**src/rtl/mltb_pkg.sv**
```systemverilog
// ----------------------------------------------------------------------------
// mltb_pkg
// Shared types and codes of the timed LED bank controller.
// ----------------------------------------------------------------------------
package mltb_pkg;

    typedef enum logic [1:0] {
        ACT_TICK  = 2'd0,
        ACT_OFF   = 2'd1,
        ACT_ON    = 2'd2,
        ACT_FLASH = 2'd3
    } t_action;

    typedef enum logic [1:0] {
        MODE_OFF   = 2'd0,
        MODE_ON    = 2'd1,
        MODE_FLASH = 2'd2
    } t_mode;

    typedef enum logic [1:0] {
        ST_OK          = 2'd0,
        ST_RANGE       = 2'd1,
        ST_ZERO_PERIOD = 2'd2
    } t_status;

    typedef enum logic [2:0] {
        S_IDLE,
        S_CONV1,
        S_CONV2,
        S_APPLY,
        S_PASS_GO,
        S_PASS_RUN,
        S_OUT
    } t_state;

    localparam logic [7:0] CFG_LEDS_IN_USE   = 8'd0;
    localparam logic [7:0] CFG_ACTIVE_HIGH   = 8'd1;
    localparam logic [7:0] ACTIVE_HIGH_RESET = 8'hFF;

    // command written into one cell
    typedef struct packed {
        t_mode       mode;
        logic [15:0] rem;
        logic [15:0] on_t;
        logic [15:0] off_t;
    } t_cmd;

endpackage

```
**src/rtl/mltb_ms2tk.sv**
```systemverilog
// ----------------------------------------------------------------------------
// mltb_ms2tk
// Milliseconds to ticks: two-stage divide by the timebase constant using a
// reciprocal multiply and one correction step.
// ----------------------------------------------------------------------------
module mltb_ms2tk import mltb_pkg::*; #(
    parameter int TIMEBASE_MS = 10
) (
    input  logic        i_clk,
    input  logic [15:0] i_ms,
    output logic [15:0] o_ticks
);

    localparam int         SH    = 26;
    localparam int         MW    = 27;
    localparam int         DW    = 10;
    localparam logic [MW-1:0] RECIP = MW'((64'd1 << SH) / TIMEBASE_MS);
    localparam logic [DW-1:0] TB    = DW'(TIMEBASE_MS);

    logic [41:0] r_prod;
    logic [15:0] r_ms;
    logic [15:0] w_q0;
    logic [25:0] w_qd;
    logic [16:0] w_rem;

    always_ff @(posedge i_clk) begin
        r_prod <= i_ms * RECIP;
        r_ms   <= i_ms;
    end

    // q0 is the true quotient or one below it
    assign w_q0  = r_prod[41:26];
    assign w_qd  = w_q0 * TB;
    assign w_rem = {1'b0, r_ms} - w_qd[16:0];

    always_ff @(posedge i_clk) begin
        if (w_rem >= 17'(TIMEBASE_MS)) begin
            o_ticks <= w_q0 + 16'd1;
        end else begin
            o_ticks <= w_q0;
        end
    end

endmodule

```
**src/rtl/mltb_cell.sv**
```systemverilog
// ----------------------------------------------------------------------------
// mltb_cell
// State of one LED. Steps its timers when the pass token reaches it and
// hands the token and the needs-ticks flag to the next cell.
// ----------------------------------------------------------------------------
module mltb_cell import mltb_pkg::*; #(
    parameter int IDX = 0
) (
    input  logic       i_clk,
    input  logic       i_rst_n,
    input  logic [3:0] i_count,
    input  logic       i_tok,
    input  logic       i_need,
    input  logic       i_wr,
    input  t_cmd       i_cmd,
    output logic       o_tok,
    output logic       o_need,
    output logic       o_lit
);

    t_mode       r_mode, n_mode;
    logic [15:0] r_rem, n_rem;
    logic [15:0] r_on, n_on;
    logic [15:0] r_off, n_off;
    logic [15:0] r_pc, n_pc;
    logic        r_phase, n_phase;
    logic        r_lit, n_lit;
    logic        r_tok;
    logic        r_need;
    logic        w_managed;
    logic        w_step_need;
    logic [15:0] w_rem_dec;
    logic [15:0] w_pc_dec;

    assign w_managed = 32'(IDX) < 32'(i_count);
    assign w_rem_dec = r_rem - 16'd1;
    assign w_pc_dec  = r_pc - 16'd1;

    always_comb begin
        n_mode      = r_mode;
        n_rem       = r_rem;
        n_on        = r_on;
        n_off       = r_off;
        n_pc        = r_pc;
        n_phase     = r_phase;
        n_lit       = r_lit;
        w_step_need = 1'b0;
        if (i_wr) begin
            case (i_cmd.mode)
                MODE_OFF: begin
                    n_mode = MODE_OFF;
                    n_lit  = 1'b0;
                end
                MODE_ON: begin
                    n_mode = MODE_ON;
                    n_rem  = i_cmd.rem;
                    n_lit  = 1'b1;
                end
                MODE_FLASH: begin
                    n_mode  = MODE_FLASH;
                    n_rem   = i_cmd.rem;
                    n_on    = i_cmd.on_t;
                    n_off   = i_cmd.off_t;
                    n_phase = 1'b1;
                    n_pc    = i_cmd.on_t;
                    n_lit   = 1'b1;
                end
                default: begin
                    n_mode = r_mode;
                end
            endcase
        end else if (i_tok && w_managed && r_mode != MODE_OFF
                     && !(r_mode == MODE_ON && r_rem == 16'd0)) begin
            if (r_rem != 16'd0 && w_rem_dec == 16'd0) begin
                // active time ran out
                n_rem  = w_rem_dec;
                n_mode = MODE_OFF;
                n_lit  = 1'b0;
            end else begin
                w_step_need = 1'b1;
                if (r_rem != 16'd0) begin
                    n_rem = w_rem_dec;
                end
                if (r_mode == MODE_FLASH) begin
                    n_pc = w_pc_dec;
                    if (w_pc_dec == 16'd0) begin
                        n_phase = ~r_phase;
                        n_lit   = ~r_phase;
                        n_pc    = r_phase ? r_off : r_on;
                    end
                end
            end
        end
    end

    always_ff @(posedge i_clk) begin
        if (!i_rst_n) begin
            r_mode  <= MODE_OFF;
            r_rem   <= '0;
            r_on    <= '0;
            r_off   <= '0;
            r_pc    <= '0;
            r_phase <= 1'b0;
            r_lit   <= 1'b0;
            r_tok   <= 1'b0;
            r_need  <= 1'b0;
        end else begin
            r_mode  <= n_mode;
            r_rem   <= n_rem;
            r_on    <= n_on;
            r_off   <= n_off;
            r_pc    <= n_pc;
            r_phase <= n_phase;
            r_lit   <= n_lit;
            r_tok   <= i_tok;
            r_need  <= i_need | w_step_need;
        end
    end

    assign o_tok  = r_tok;
    assign o_need = r_need;
    assign o_lit  = r_lit;

endmodule

```
**src/rtl/multi_led_timed_blink_controller_unit.sv**
```systemverilog
// ----------------------------------------------------------------------------
// multi_led_timed_blink_controller_unit
// Timed LED bank controller: off, on and flash commands per LED, timebase
// ticks that count down active and phase times in a chain of LED cells.
//
//   channel  | direction | beat contents
//   ---------+-----------+-----------------------------------------------
//   s_axis   | in        | tuser action; tdata led, active/on/off ms
//   m_axis   | out       | tuser status; tdata pin levels, busy
//   cfg      | in        | index 0 leds_in_use, index 1 active_high_mask
//
// A tick with the ticker idle goes straight to the result; a tick pass walks
// the token down the cell chain one LED per cycle.
// A command steps through S_CONV1, S_CONV2 (two-stage ms to tick conversion)
// and S_APPLY, then a pass if it starts the ticker; a rejected one skips them.
// Reset is synchronous; all LEDs go dark and the ticker stops.
// A result waiting on m_axis_tready holds the block before its next beat.
// ----------------------------------------------------------------------------
module multi_led_timed_blink_controller_unit import mltb_pkg::*; #(
    parameter int NUM_LEDS    = 8,
    parameter int TIMEBASE_MS = 10
) (
    input  logic        i_clk,
    input  logic        i_rst_n,
    input  logic        s_axis_tvalid,
    output logic        s_axis_tready,
    // [7:0] led, [23:8] active_ms, [39:24] flash_on_ms, [55:40] flash_off_ms
    input  logic [55:0] s_axis_tdata,
    // [1:0] action
    input  logic [1:0]  s_axis_tuser,
    output logic        m_axis_tvalid,
    input  logic        m_axis_tready,
    // [7:0] pin_levels, [8] busy_res, [15:9] zero
    output logic [15:0] m_axis_tdata,
    // [1:0] status
    output logic [1:0]  m_axis_tuser,
    input  logic        i_cfg_valid,
    output logic        o_cfg_ready,
    input  logic [7:0]  i_cfg_index,
    input  logic [7:0]  i_cfg_data
);

    t_state      r_state, n_state;
    t_action     r_action;
    logic [7:0]  r_led;
    logic [15:0] r_act_ms;
    logic [15:0] r_on_ms;
    logic [15:0] r_off_ms;
    t_status     r_status, n_status;
    logic        r_running, n_running;
    logic [3:0]  r_leds_in_use;
    logic [7:0]  r_mask;
    logic        r_m_valid;
    logic [7:0]  r_m_pins;
    t_status     r_m_status;
    logic        r_m_busy;

    logic [3:0]  w_count;
    logic        w_accept;
    logic        w_apply;
    logic        w_tok0;
    logic        w_load_out;
    t_action     w_in_action;
    logic [15:0] w_act_t;
    logic [15:0] w_on_raw;
    logic [15:0] w_off_raw;
    t_cmd        w_cmd;
    logic [7:0]  w_pins;

    logic [NUM_LEDS:0]   w_tok;
    logic [NUM_LEDS:0]   w_need;
    logic [NUM_LEDS-1:0] w_lit;

    assign w_count = (32'(r_leds_in_use) < NUM_LEDS) ? r_leds_in_use : 4'(NUM_LEDS);
    assign w_in_action = t_action'(s_axis_tuser);
    assign s_axis_tready = (r_state == S_IDLE);
    assign w_accept = s_axis_tvalid && s_axis_tready;
    assign o_cfg_ready = 1'b1;

    // configuration registers
    always_ff @(posedge i_clk) begin
        if (!i_rst_n) begin
            r_leds_in_use <= '0;
            r_mask        <= ACTIVE_HIGH_RESET;
        end else if (i_cfg_valid) begin
            if (i_cfg_index == CFG_LEDS_IN_USE) begin
                r_leds_in_use <= i_cfg_data[3:0];
            end else if (i_cfg_index == CFG_ACTIVE_HIGH) begin
                r_mask <= i_cfg_data;
            end
        end
    end

    // input beat capture
    always_ff @(posedge i_clk) begin
        if (w_accept) begin
            r_action <= w_in_action;
            r_led    <= s_axis_tdata[7:0];
            r_act_ms <= s_axis_tdata[23:8];
            r_on_ms  <= s_axis_tdata[39:24];
            r_off_ms <= s_axis_tdata[55:40];
        end
    end

    mltb_ms2tk #(.TIMEBASE_MS(TIMEBASE_MS)) u_conv_act (
        .i_clk   (i_clk),
        .i_ms    (r_act_ms),
        .o_ticks (w_act_t)
    );

    mltb_ms2tk #(.TIMEBASE_MS(TIMEBASE_MS)) u_conv_on (
        .i_clk   (i_clk),
        .i_ms    (r_on_ms),
        .o_ticks (w_on_raw)
    );

    mltb_ms2tk #(.TIMEBASE_MS(TIMEBASE_MS)) u_conv_off (
        .i_clk   (i_clk),
        .i_ms    (r_off_ms),
        .o_ticks (w_off_raw)
    );

    always_comb begin
        case (r_action)
            ACT_ON:    w_cmd.mode = MODE_ON;
            ACT_FLASH: w_cmd.mode = MODE_FLASH;
            default:   w_cmd.mode = MODE_OFF;
        endcase
        w_cmd.rem = w_act_t;
        // periods below one tick are raised to one tick
        w_cmd.on_t  = (w_on_raw == 16'd0) ? 16'd1 : w_on_raw;
        w_cmd.off_t = (w_off_raw == 16'd0) ? 16'd1 : w_off_raw;
    end

    assign w_tok[0]  = w_tok0;
    assign w_need[0] = 1'b0;

    for (genvar g = 0; g < NUM_LEDS; g++) begin : g_cell
        mltb_cell #(.IDX(g)) u_cell (
            .i_clk   (i_clk),
            .i_rst_n (i_rst_n),
            .i_count (w_count),
            .i_tok   (w_tok[g]),
            .i_need  (w_need[g]),
            .i_wr    (w_apply && r_led == 8'(g)),
            .i_cmd   (w_cmd),
            .o_tok   (w_tok[g+1]),
            .o_need  (w_need[g+1]),
            .o_lit   (w_lit[g])
        );
    end

    for (genvar p = 0; p < 8; p++) begin : g_pin
        if (p < NUM_LEDS) begin : g_used
            assign w_pins[p] = ~(w_lit[p] ^ r_mask[p]);
        end else begin : g_none
            assign w_pins[p] = 1'b0;
        end
    end

    always_comb begin
        n_state    = r_state;
        n_status   = r_status;
        n_running  = r_running;
        w_apply    = 1'b0;
        w_tok0     = 1'b0;
        w_load_out = 1'b0;
        case (r_state)
            S_IDLE: begin
                if (w_accept) begin
                    n_status = ST_OK;
                    if (w_in_action == ACT_TICK) begin
                        n_state = r_running ? S_PASS_GO : S_OUT;
                    end else if (s_axis_tdata[7:0] >= {4'd0, w_count}) begin
                        n_status = ST_RANGE;
                        n_state  = S_OUT;
                    end else if (w_in_action == ACT_FLASH && (s_axis_tdata[39:24] == 16'd0
                                 || s_axis_tdata[55:40] == 16'd0)) begin
                        n_status = ST_ZERO_PERIOD;
                        n_state  = S_OUT;
                    end else begin
                        n_state = S_CONV1;
                    end
                end
            end
            S_CONV1: n_state = S_CONV2;
            S_CONV2: n_state = S_APPLY;
            S_APPLY: begin
                w_apply = 1'b1;
                if (!r_running && (r_action == ACT_FLASH
                                   || (r_action == ACT_ON && r_act_ms != 16'd0))) begin
                    n_running = 1'b1;
                    n_state   = S_PASS_GO;
                end else begin
                    n_state = S_OUT;
                end
            end
            S_PASS_GO: begin
                w_tok0  = 1'b1;
                n_state = S_PASS_RUN;
            end
            S_PASS_RUN: begin
                if (w_tok[NUM_LEDS]) begin
                    n_running = w_need[NUM_LEDS];
                    n_state   = S_OUT;
                end
            end
            S_OUT: begin
                if (!r_m_valid || m_axis_tready) begin
                    w_load_out = 1'b1;
                    n_state    = S_IDLE;
                end
            end
            default: n_state = S_IDLE;
        endcase
    end

    always_ff @(posedge i_clk) begin
        if (!i_rst_n) begin
            r_state   <= S_IDLE;
            r_status  <= ST_OK;
            r_running <= 1'b0;
            r_m_valid <= 1'b0;
        end else begin
            r_state   <= n_state;
            r_status  <= n_status;
            r_running <= n_running;
            if (w_load_out) begin
                r_m_valid <= 1'b1;
            end else if (m_axis_tready) begin
                r_m_valid <= 1'b0;
            end
        end
    end

    always_ff @(posedge i_clk) begin
        if (w_load_out) begin
            r_m_pins   <= w_pins;
            r_m_status <= r_status;
            r_m_busy   <= r_running;
        end
    end

    assign m_axis_tvalid = r_m_valid;
    assign m_axis_tdata  = {7'd0, r_m_busy, r_m_pins};
    assign m_axis_tuser  = r_m_status;

`ifndef SYNTH
    a_one_token: assert property (@(posedge i_clk) disable iff (!i_rst_n)
        $onehot0(w_tok))
        else $error("more than one pass token in the cell chain");

    a_idle_no_token: assert property (@(posedge i_clk) disable iff (!i_rst_n)
        (r_state == S_IDLE) |-> (w_tok == '0))
        else $error("pass token still moving while idle");

    a_tick_ok: assert property (@(posedge i_clk) disable iff (!i_rst_n)
        (r_state == S_OUT && r_action == ACT_TICK) |-> (r_status == ST_OK))
        else $error("tick beat carries a nonzero status");

    a_pass_only_running: assert property (@(posedge i_clk) disable iff (!i_rst_n)
        (r_state == S_PASS_GO) |-> r_running)
        else $error("pass started with the ticker stopped");

    a_reset_stops: assert property (@(posedge i_clk)
        !i_rst_n |=> (!r_running && !r_m_valid))
        else $error("ticker or result alive after reset");
`endif

endmodule
```
**config.mk**
```make
export PLATFORM = sky130hd
export DESIGN_NAME = multi_led_timed_blink_controller_unit
export DESIGN_NICKNAME = d
export VERILOG_FILES = /design/src/rtl/mltb_pkg.sv /design/src/rtl/mltb_ms2tk.sv /design/src/rtl/mltb_cell.sv /design/src/rtl/multi_led_timed_blink_controller_unit.sv
export SDC_FILE = /design/constraint.sdc
export NUM_CORES = 2
export LEC_CHECK = 0
export ABC_AREA = 1
export BUFFER_PORTS_ARGS = -buffer_cell sky130_fd_sc_hd__buf_2
export CELL_PAD_IN_SITES_DETAIL_PLACEMENT = 0
export CELL_PAD_IN_SITES_GLOBAL_PLACEMENT = 1
export CORE_MARGIN = 1
export CORE_UTILIZATION = 40
export DETAILED_ROUTE_END_ITERATION = 16
export PLACE_DENSITY = 0.74
export SKIP_CTS_REPAIR_TIMING = 1
export SYNTH_ARGS = -nofsm -noshare
export SYNTH_HDL_FRONTEND = slang
export SYNTH_SLANG_ARGS = --single-unit
```
**constraint.sdc**
```tcl
create_clock -name i_clk -period 9 [get_ports i_clk]
set_input_delay 1.8 -clock i_clk [delete_from_list [all_inputs] [get_ports i_clk]]
set_output_delay 1.8 -clock i_clk [all_outputs]
set_load 0.02 [all_outputs]
```
# Word level (Yosys, flattened, before mapping)
# Index checks and enable logic that the tools add are counted.
[totals] input_bits=79 elab_cells=703 reg_bits=852 out_inout_bits=21
[classes] n_bitwise=34 eq_ne=79 addsub=22 muxes=223 n_reduce_logical=228 magnitude_cmp=13 n_mul=6
[op_table] cell="$mux W16" n=82
[op_table] cell="$logic_not A16 Y1" n=28
[op_table] cell="$sub A16 B1 Y16 const B" n=16
[op_table] cell="$reduce_bool A16 Y1" n=9
[op_table] cell="$mul A16 B22 Y38 const B" n=3
[op_table] cell="$mux W1" n=95
[op_table] cell="$reduce_bool A2 Y1" n=42
[op_table] cell="$reduce_bool A3 Y1" n=24
[op_table] cell="$reduce_and A4 Y1" n=16
[op_table] cell="$mux W2" n=29
[op_table] cell="$reduce_and A3 Y1" n=19
[op_table] cell="$logic_and A1 B1 Y1" n=52
[op_table] cell="$ge A17 B4 Y1 const B" n=3
[op_table] cell="$sub A16 B17 Y17" n=3
[op_table] cell="$mul A13 B3 Y16 const B" n=3
[op_table] cell="$add A13 B1 Y14 const B" n=3
[op_table] cell="$reduce_and A5 Y1" n=8
[op_table] cell="$mux W13" n=3
[op_table] cell="$ne A2 B2 Y1 const B" n=18
[op_table] cell="$eq A8 B3 Y1 const B" n=4
[op_table] cell="$ne A4 B4 Y1 const B" n=8
[op_table] cell="$mux W14" n=2
[op_table] cell="$eq A2 B2 Y1 const B" n=12
[op_table] cell="$ne A3 B3 Y1 const B" n=8
[op_table] cell="other kinds (29)" n=115

# Depth between registers and ports, before layout
[logic_depth] depth_word=9 depth_mapped=23 depth_no_buf=23

# Modules after synthesis
# From an unflattened synthesis, not the netlist that was laid out.
[hier_totals] cells_unflattened=9416 hier_area_um2=62600.0
[by_module_without_submodules] mod="mltb_ms2tk (u_conv_act)" cells_per_inst=1024 area_per_inst_um2=7552.2 instances=1
[by_module_without_submodules] mod="mltb_ms2tk (u_conv_off)" cells_per_inst=1024 area_per_inst_um2=7518.5 instances=1
[by_module_without_submodules] mod="mltb_ms2tk (u_conv_on)" cells_per_inst=983 area_per_inst_um2=7367.1 instances=1
[by_module_without_submodules] mod="mltb_cell (g_cell[0].u_cell)" cells_per_inst=764 area_per_inst_um2=4689.5 instances=1
[by_module_without_submodules] mod="mltb_cell (g_cell[6].u_cell)" cells_per_inst=761 area_per_inst_um2=4618.2 instances=1
[by_module_without_submodules] mod="mltb_cell (g_cell[4].u_cell)" cells_per_inst=762 area_per_inst_um2=4600.7 instances=1
[by_module_without_submodules] mod="mltb_cell (g_cell[3].u_cell)" cells_per_inst=755 area_per_inst_um2=4548.1 instances=1
[by_module_without_submodules] mod="mltb_cell (g_cell[1].u_cell)" cells_per_inst=759 area_per_inst_um2=4525.6 instances=1
[by_module_without_submodules] mod="mltb_cell (g_cell[5].u_cell)" cells_per_inst=762 area_per_inst_um2=4506.8 instances=1
[by_module_without_submodules] mod="mltb_cell (g_cell[7].u_cell)" cells_per_inst=737 area_per_inst_um2=4484.3 instances=1
[by_module_without_submodules] mod="mltb_cell (g_cell[2].u_cell)" cells_per_inst=734 area_per_inst_um2=4455.5 instances=1
[by_module_without_submodules] mod="multi_led_timed_blink_controller_unit" cells_per_inst=351 area_per_inst_um2=3733.6 instances=1

# Least setup slack after synthesis
# Ideal clock, no wire load.
[synth_path] path_type="reg2reg" from="reg r_act_ms[1]" to="reg u_conv_act.r_prod[37]" period_less_slack_ns=4.826 stages_incl_launch_ff=20 t_required_ns=8.877 slack_ns=4.174 n_path_buf=0 arrival_time_ns=4.703 cell_sequence="edfxtp_1 > ha_1 > inv_1 > fa_1 > inv_1 > fa_1 > fa_1 > inv_1 > fa_1 > fa_1 > inv_1 > ha_1 > nand2_1 > nor2_1 > inv_1 > nor2_1 > o21ai_0 > nand3_1 > a21oi_1 > xor2_1"
[synth_via] elab_chain_cells=1
[synth_lines] element="start: declaration" line_no="multi_led_timed_blink_controller_unit.sv:46" text="logic [15:0] r_act_ms;"
[synth_lines] element="start signal: assignment" line_no="multi_led_timed_blink_controller_unit.sv:99" text="r_act_ms <= s_axis_tdata[23:8];"
[synth_lines] element="$mul A16 B22 Y38" line_no="mltb_ms2tk.sv:27" text="r_prod <= i_ms * RECIP;"
[synth_lines] element="end signal: assignment" line_no="mltb_ms2tk.sv:27"
[synth_lines] element="end: declaration" line_no="mltb_ms2tk.sv:20" text="logic [41:0] r_prod;"
# Every way passes these cells.
# A chain may end at the register's enable or synchronous reset.

# Worst setup path in the final report
[layout_path] from="reg r_off_ms[1]" to="reg u_conv_off.r_prod[37]"
[layout_via] elab_chain_cells=1
[layout_lines] element="start: declaration" line_no="multi_led_timed_blink_controller_unit.sv:48" text="logic [15:0] r_off_ms;"
[layout_lines] element="start signal: assignment" line_no="multi_led_timed_blink_controller_unit.sv:101" text="r_off_ms <= s_axis_tdata[55:40];"
[layout_lines] element="$mul A16 B22 Y38" line_no="mltb_ms2tk.sv:27"
[layout_lines] element="end signal: assignment" line_no="mltb_ms2tk.sv:27"
[layout_lines] element="end: declaration" line_no="mltb_ms2tk.sv:20"
# Every way passes these cells.

==> flow_metrics.env <==
export IMPL_die_h_um=380
export IMPL_antenna_found_initial=4
export IMPL_grt_max_degree=130
export IMPL_crit_arrival_ns=6.05
export IMPL_cts_clk_slew_worst_paths_ns=0.06
export IMPL_tns_ns=0
export IMPL_cap_violations=0
export IMPL_ys_ff_latch=743
export IMPL_synth_avg_cell_area_um2=6.76
export IMPL_fin_skew_ns=0.0379
export IMPL_ant_nets=0
export IMPL_num_vias=53500
export IMPL_drt_iter0_markers=3997
export IMPL_wl_per_cell_um=17.7
export IMPL_worstPathRequired_ns=9.59
export IMPL_dpl_hpwl_um=139000
export IMPL_crit_path_cell_trace="ha_1, inv_1, fa_1, inv_1, fa_1, inv_1, fa_1, fa_1, fa_1, inv_1, ha_1, nand2_1, o21ai_0, a21oi_1, a21boi_0, o21ai_0, a21oi_1, xnor2_1"
export IMPL_initial_core_util_pct=40.3
export IMPL_drc=0
export IMPL_fp_dieArea_um2=144000
export IMPL_finalHoldViolCount=0
export IMPL_end_kind="register"
export IMPL_nets=9172
export IMPL_place_gp_congestion=0.929
export IMPL_met1_length_um=87100
export IMPL_track_usage_pct=25.0
export IMPL_ys_top_cells_by_area="dfxtp_1 (24%), nand2_1 (14%), ha_1 (11%)"
export IMPL_areaGrowthSynthToFinish_pct=9.20
export IMPL_critPathMostFrequentCell="fa_1"
export IMPL_clock_sinks=743
export IMPL_yosys_warnings=0
export IMPL_cts_tree="done"
export IMPL_viasPerCell=5.15
export IMPL_clock_root_buffer="clkbuf_16"
export IMPL_fillCellCount=14800
export IMPL_tightest_slew_ns=1.17
export IMPL_post_synth_top_count_cell="nand2_1"
export IMPL_slew_headroom_pct=20.7
export IMPL_synth_edf_count=69
export IMPL_slowest_stage="fa_1"
export IMPL_rsz0062_at_grt="false"
export IMPL_fmax_mhz=183
export IMPL_core_um2=142000
export IMPL_grt_pass1_wl_um=288000
export IMPL_cts_buffer_depth=3
export IMPL_cp_top_family="adder cells"
export IMPL_synth_commonest_cells="nand2_1 (2,095), inv_1 (1,085), nor2_1 (1,037)"
export IMPL_wl_met2_um=83000
export IMPL_syn_area_um2=57100
export IMPL_slowest_delay_ns=0.57
export IMPL_ys_flop_type="dfxtp_1"
export IMPL_criticalPathCategory="reg2reg"
export IMPL_slew_viol_final=0
export IMPL_period_needed_ns=5.46
export IMPL_setup_violations_final=0
export IMPL_final_period_utilization_pct=60.7
export IMPL_highest_layer="met4"
export IMPL_yosys_area_top_type="dfxtp_1"
export IMPL_portBuffers=91
export IMPL_min_path_type="reg2reg"
export IMPL_synth_top_area_share_pct=23.6
export IMPL_crit_fanout=4
export IMPL_layout_drive_gt1_share_pct=5.14
export IMPL_status="completed"
export IMPL_cts_max_level=3
export IMPL_path_buf_inv=4
export IMPL_pin_count=100
export IMPL_start_kind="register"
export IMPL_synth_seq_area_share_pct=27.3
export IMPL_insertion_delay_ns=0.72
export IMPL_wl_met3_um=8940
export IMPL_finalWirelength_um=184000
export IMPL_num_rows=138
export IMPL_die_x_um=380
export IMPL_synthCells=8446
export IMPL_firstDrtPassIters=6
export IMPL_synthArstFlopShare_pct=0
export IMPL_cts_buffers=92
export IMPL_grt_overflow=0
export IMPL_first_global_vias=51000
export IMPL_synth_distinct_cells=69
-- worst reg2reg max path, delay by kind of cell (launching register included) --
family	cells	cell delay (ns)
adders and majority gates	7	3.25
buffers and inverters	4	0.28
xor gates and xnor gates	1	0.16
AOI/OAI and AO/OA	5	1.14
DFF	1	0.43
and+or+nand+nor	1	0.09
-- logic make-up (layout without fill, tap and decap cells) --
logic type      count (synthesis)  after routing  synth area share (%)
compound gates               1432           1432                  13.4
xor+xnor                      207            207                  3.19
fa+ha+maj                     674            674                  17.2
buf+inv                      1387           1432                  9.51
flops                         743            743                  27.3
mux                            30             30                 0.552
other cells                     2             13                0.0132
simple gates                 3971           3971                  28.8
-- routing by layer --
metal	track usage [%]	vias up
met5	0	-
met4	7.73	0
met3	2.44	255
met2	41.0	1249
met1	34.6	24800
li1	-	27300
-- registers in the layout (all words and copies together), names as in the netlist, 15 cells and up --
signal / cells
g_cell.u_cell.r_mode: 16
g_cell.u_cell.r_off: 112
g_cell.u_cell.r_on: 112
g_cell.u_cell.r_pc: 128
g_cell.u_cell.r_rem: 128
r_act_ms: 16
r_off_ms: 16
r_on_ms: 16
u_conv_act.r_ms: 15
u_conv_off.r_ms: 15
u_conv_on.r_ms: 16
-- final timing paths --
kind,from,end,slack (ns),depth (start not counted)
max reg2reg,r_off_ms[1]$_DFFE_PP_,u_conv_off.r_prod[37]$_DFF_P_,3.54,18
min,r_off_ms[2]$_DFFE_PP_,u_conv_off.r_ms[2]$_DFF_P_,0.41,0
max,r_off_ms[1]$_DFFE_PP_,u_conv_off.r_prod[37]$_DFF_P_,3.54,18
min reg2reg,r_off_ms[2]$_DFFE_PP_,u_conv_off.r_ms[2]$_DFF_P_,0.41,0
-- through the flow --
stage          hold WS, ns  cells  utilization (%)  cell area [um^2]  worst slack, ns
2_1_floorplan        0.378   8452                -             57100             4.17
3_3_place_gp         0.392  10200             41.7             59100             3.62
3_5_place_dp         0.392  10200             41.7             59100             3.66
4_1_cts              0.407  10400             44.0             62300             3.62
5_1_grt              0.429  10400             44.0             62300             3.22
6_report             0.408  10400             44.0             62300             3.54
-- final cells by class --
type	count	area, um^2	share of cell area (%)
clock buffers	121	2560	4.11
inverters	1121	4210	6.76
well taps	1890	2360	3.79
diodes	5	12.5	0.0201
repair buffers	139	826	1.32
clock inverters	51	659	1.06
multi-input cells	6322	36100	58.0
flip-flops and latches	743	15600	25.0
-- placed cells by master, fill, tap and decap left out, types with 52 or more instances in the layout --
cell type / count
nand4_1: 134
nor2_1: 1037
edfxtp_1: 69
ha_1: 488
xnor2_1: 66
o21ai_1: 52
buf_2: 90
a21oi_1: 629
o21ai_0: 548
fa_1: 186
xor2_1: 140
inv_1: 1084
nand2_1: 2095
a31oi_1: 52
nor3_1: 62
clkbuf_16: 94
nand3_1: 502
dfxtp_1: 674
Power is not shown: default switching activity piles up to over one toggle a cycle in this logic, so the estimate is an artifact.
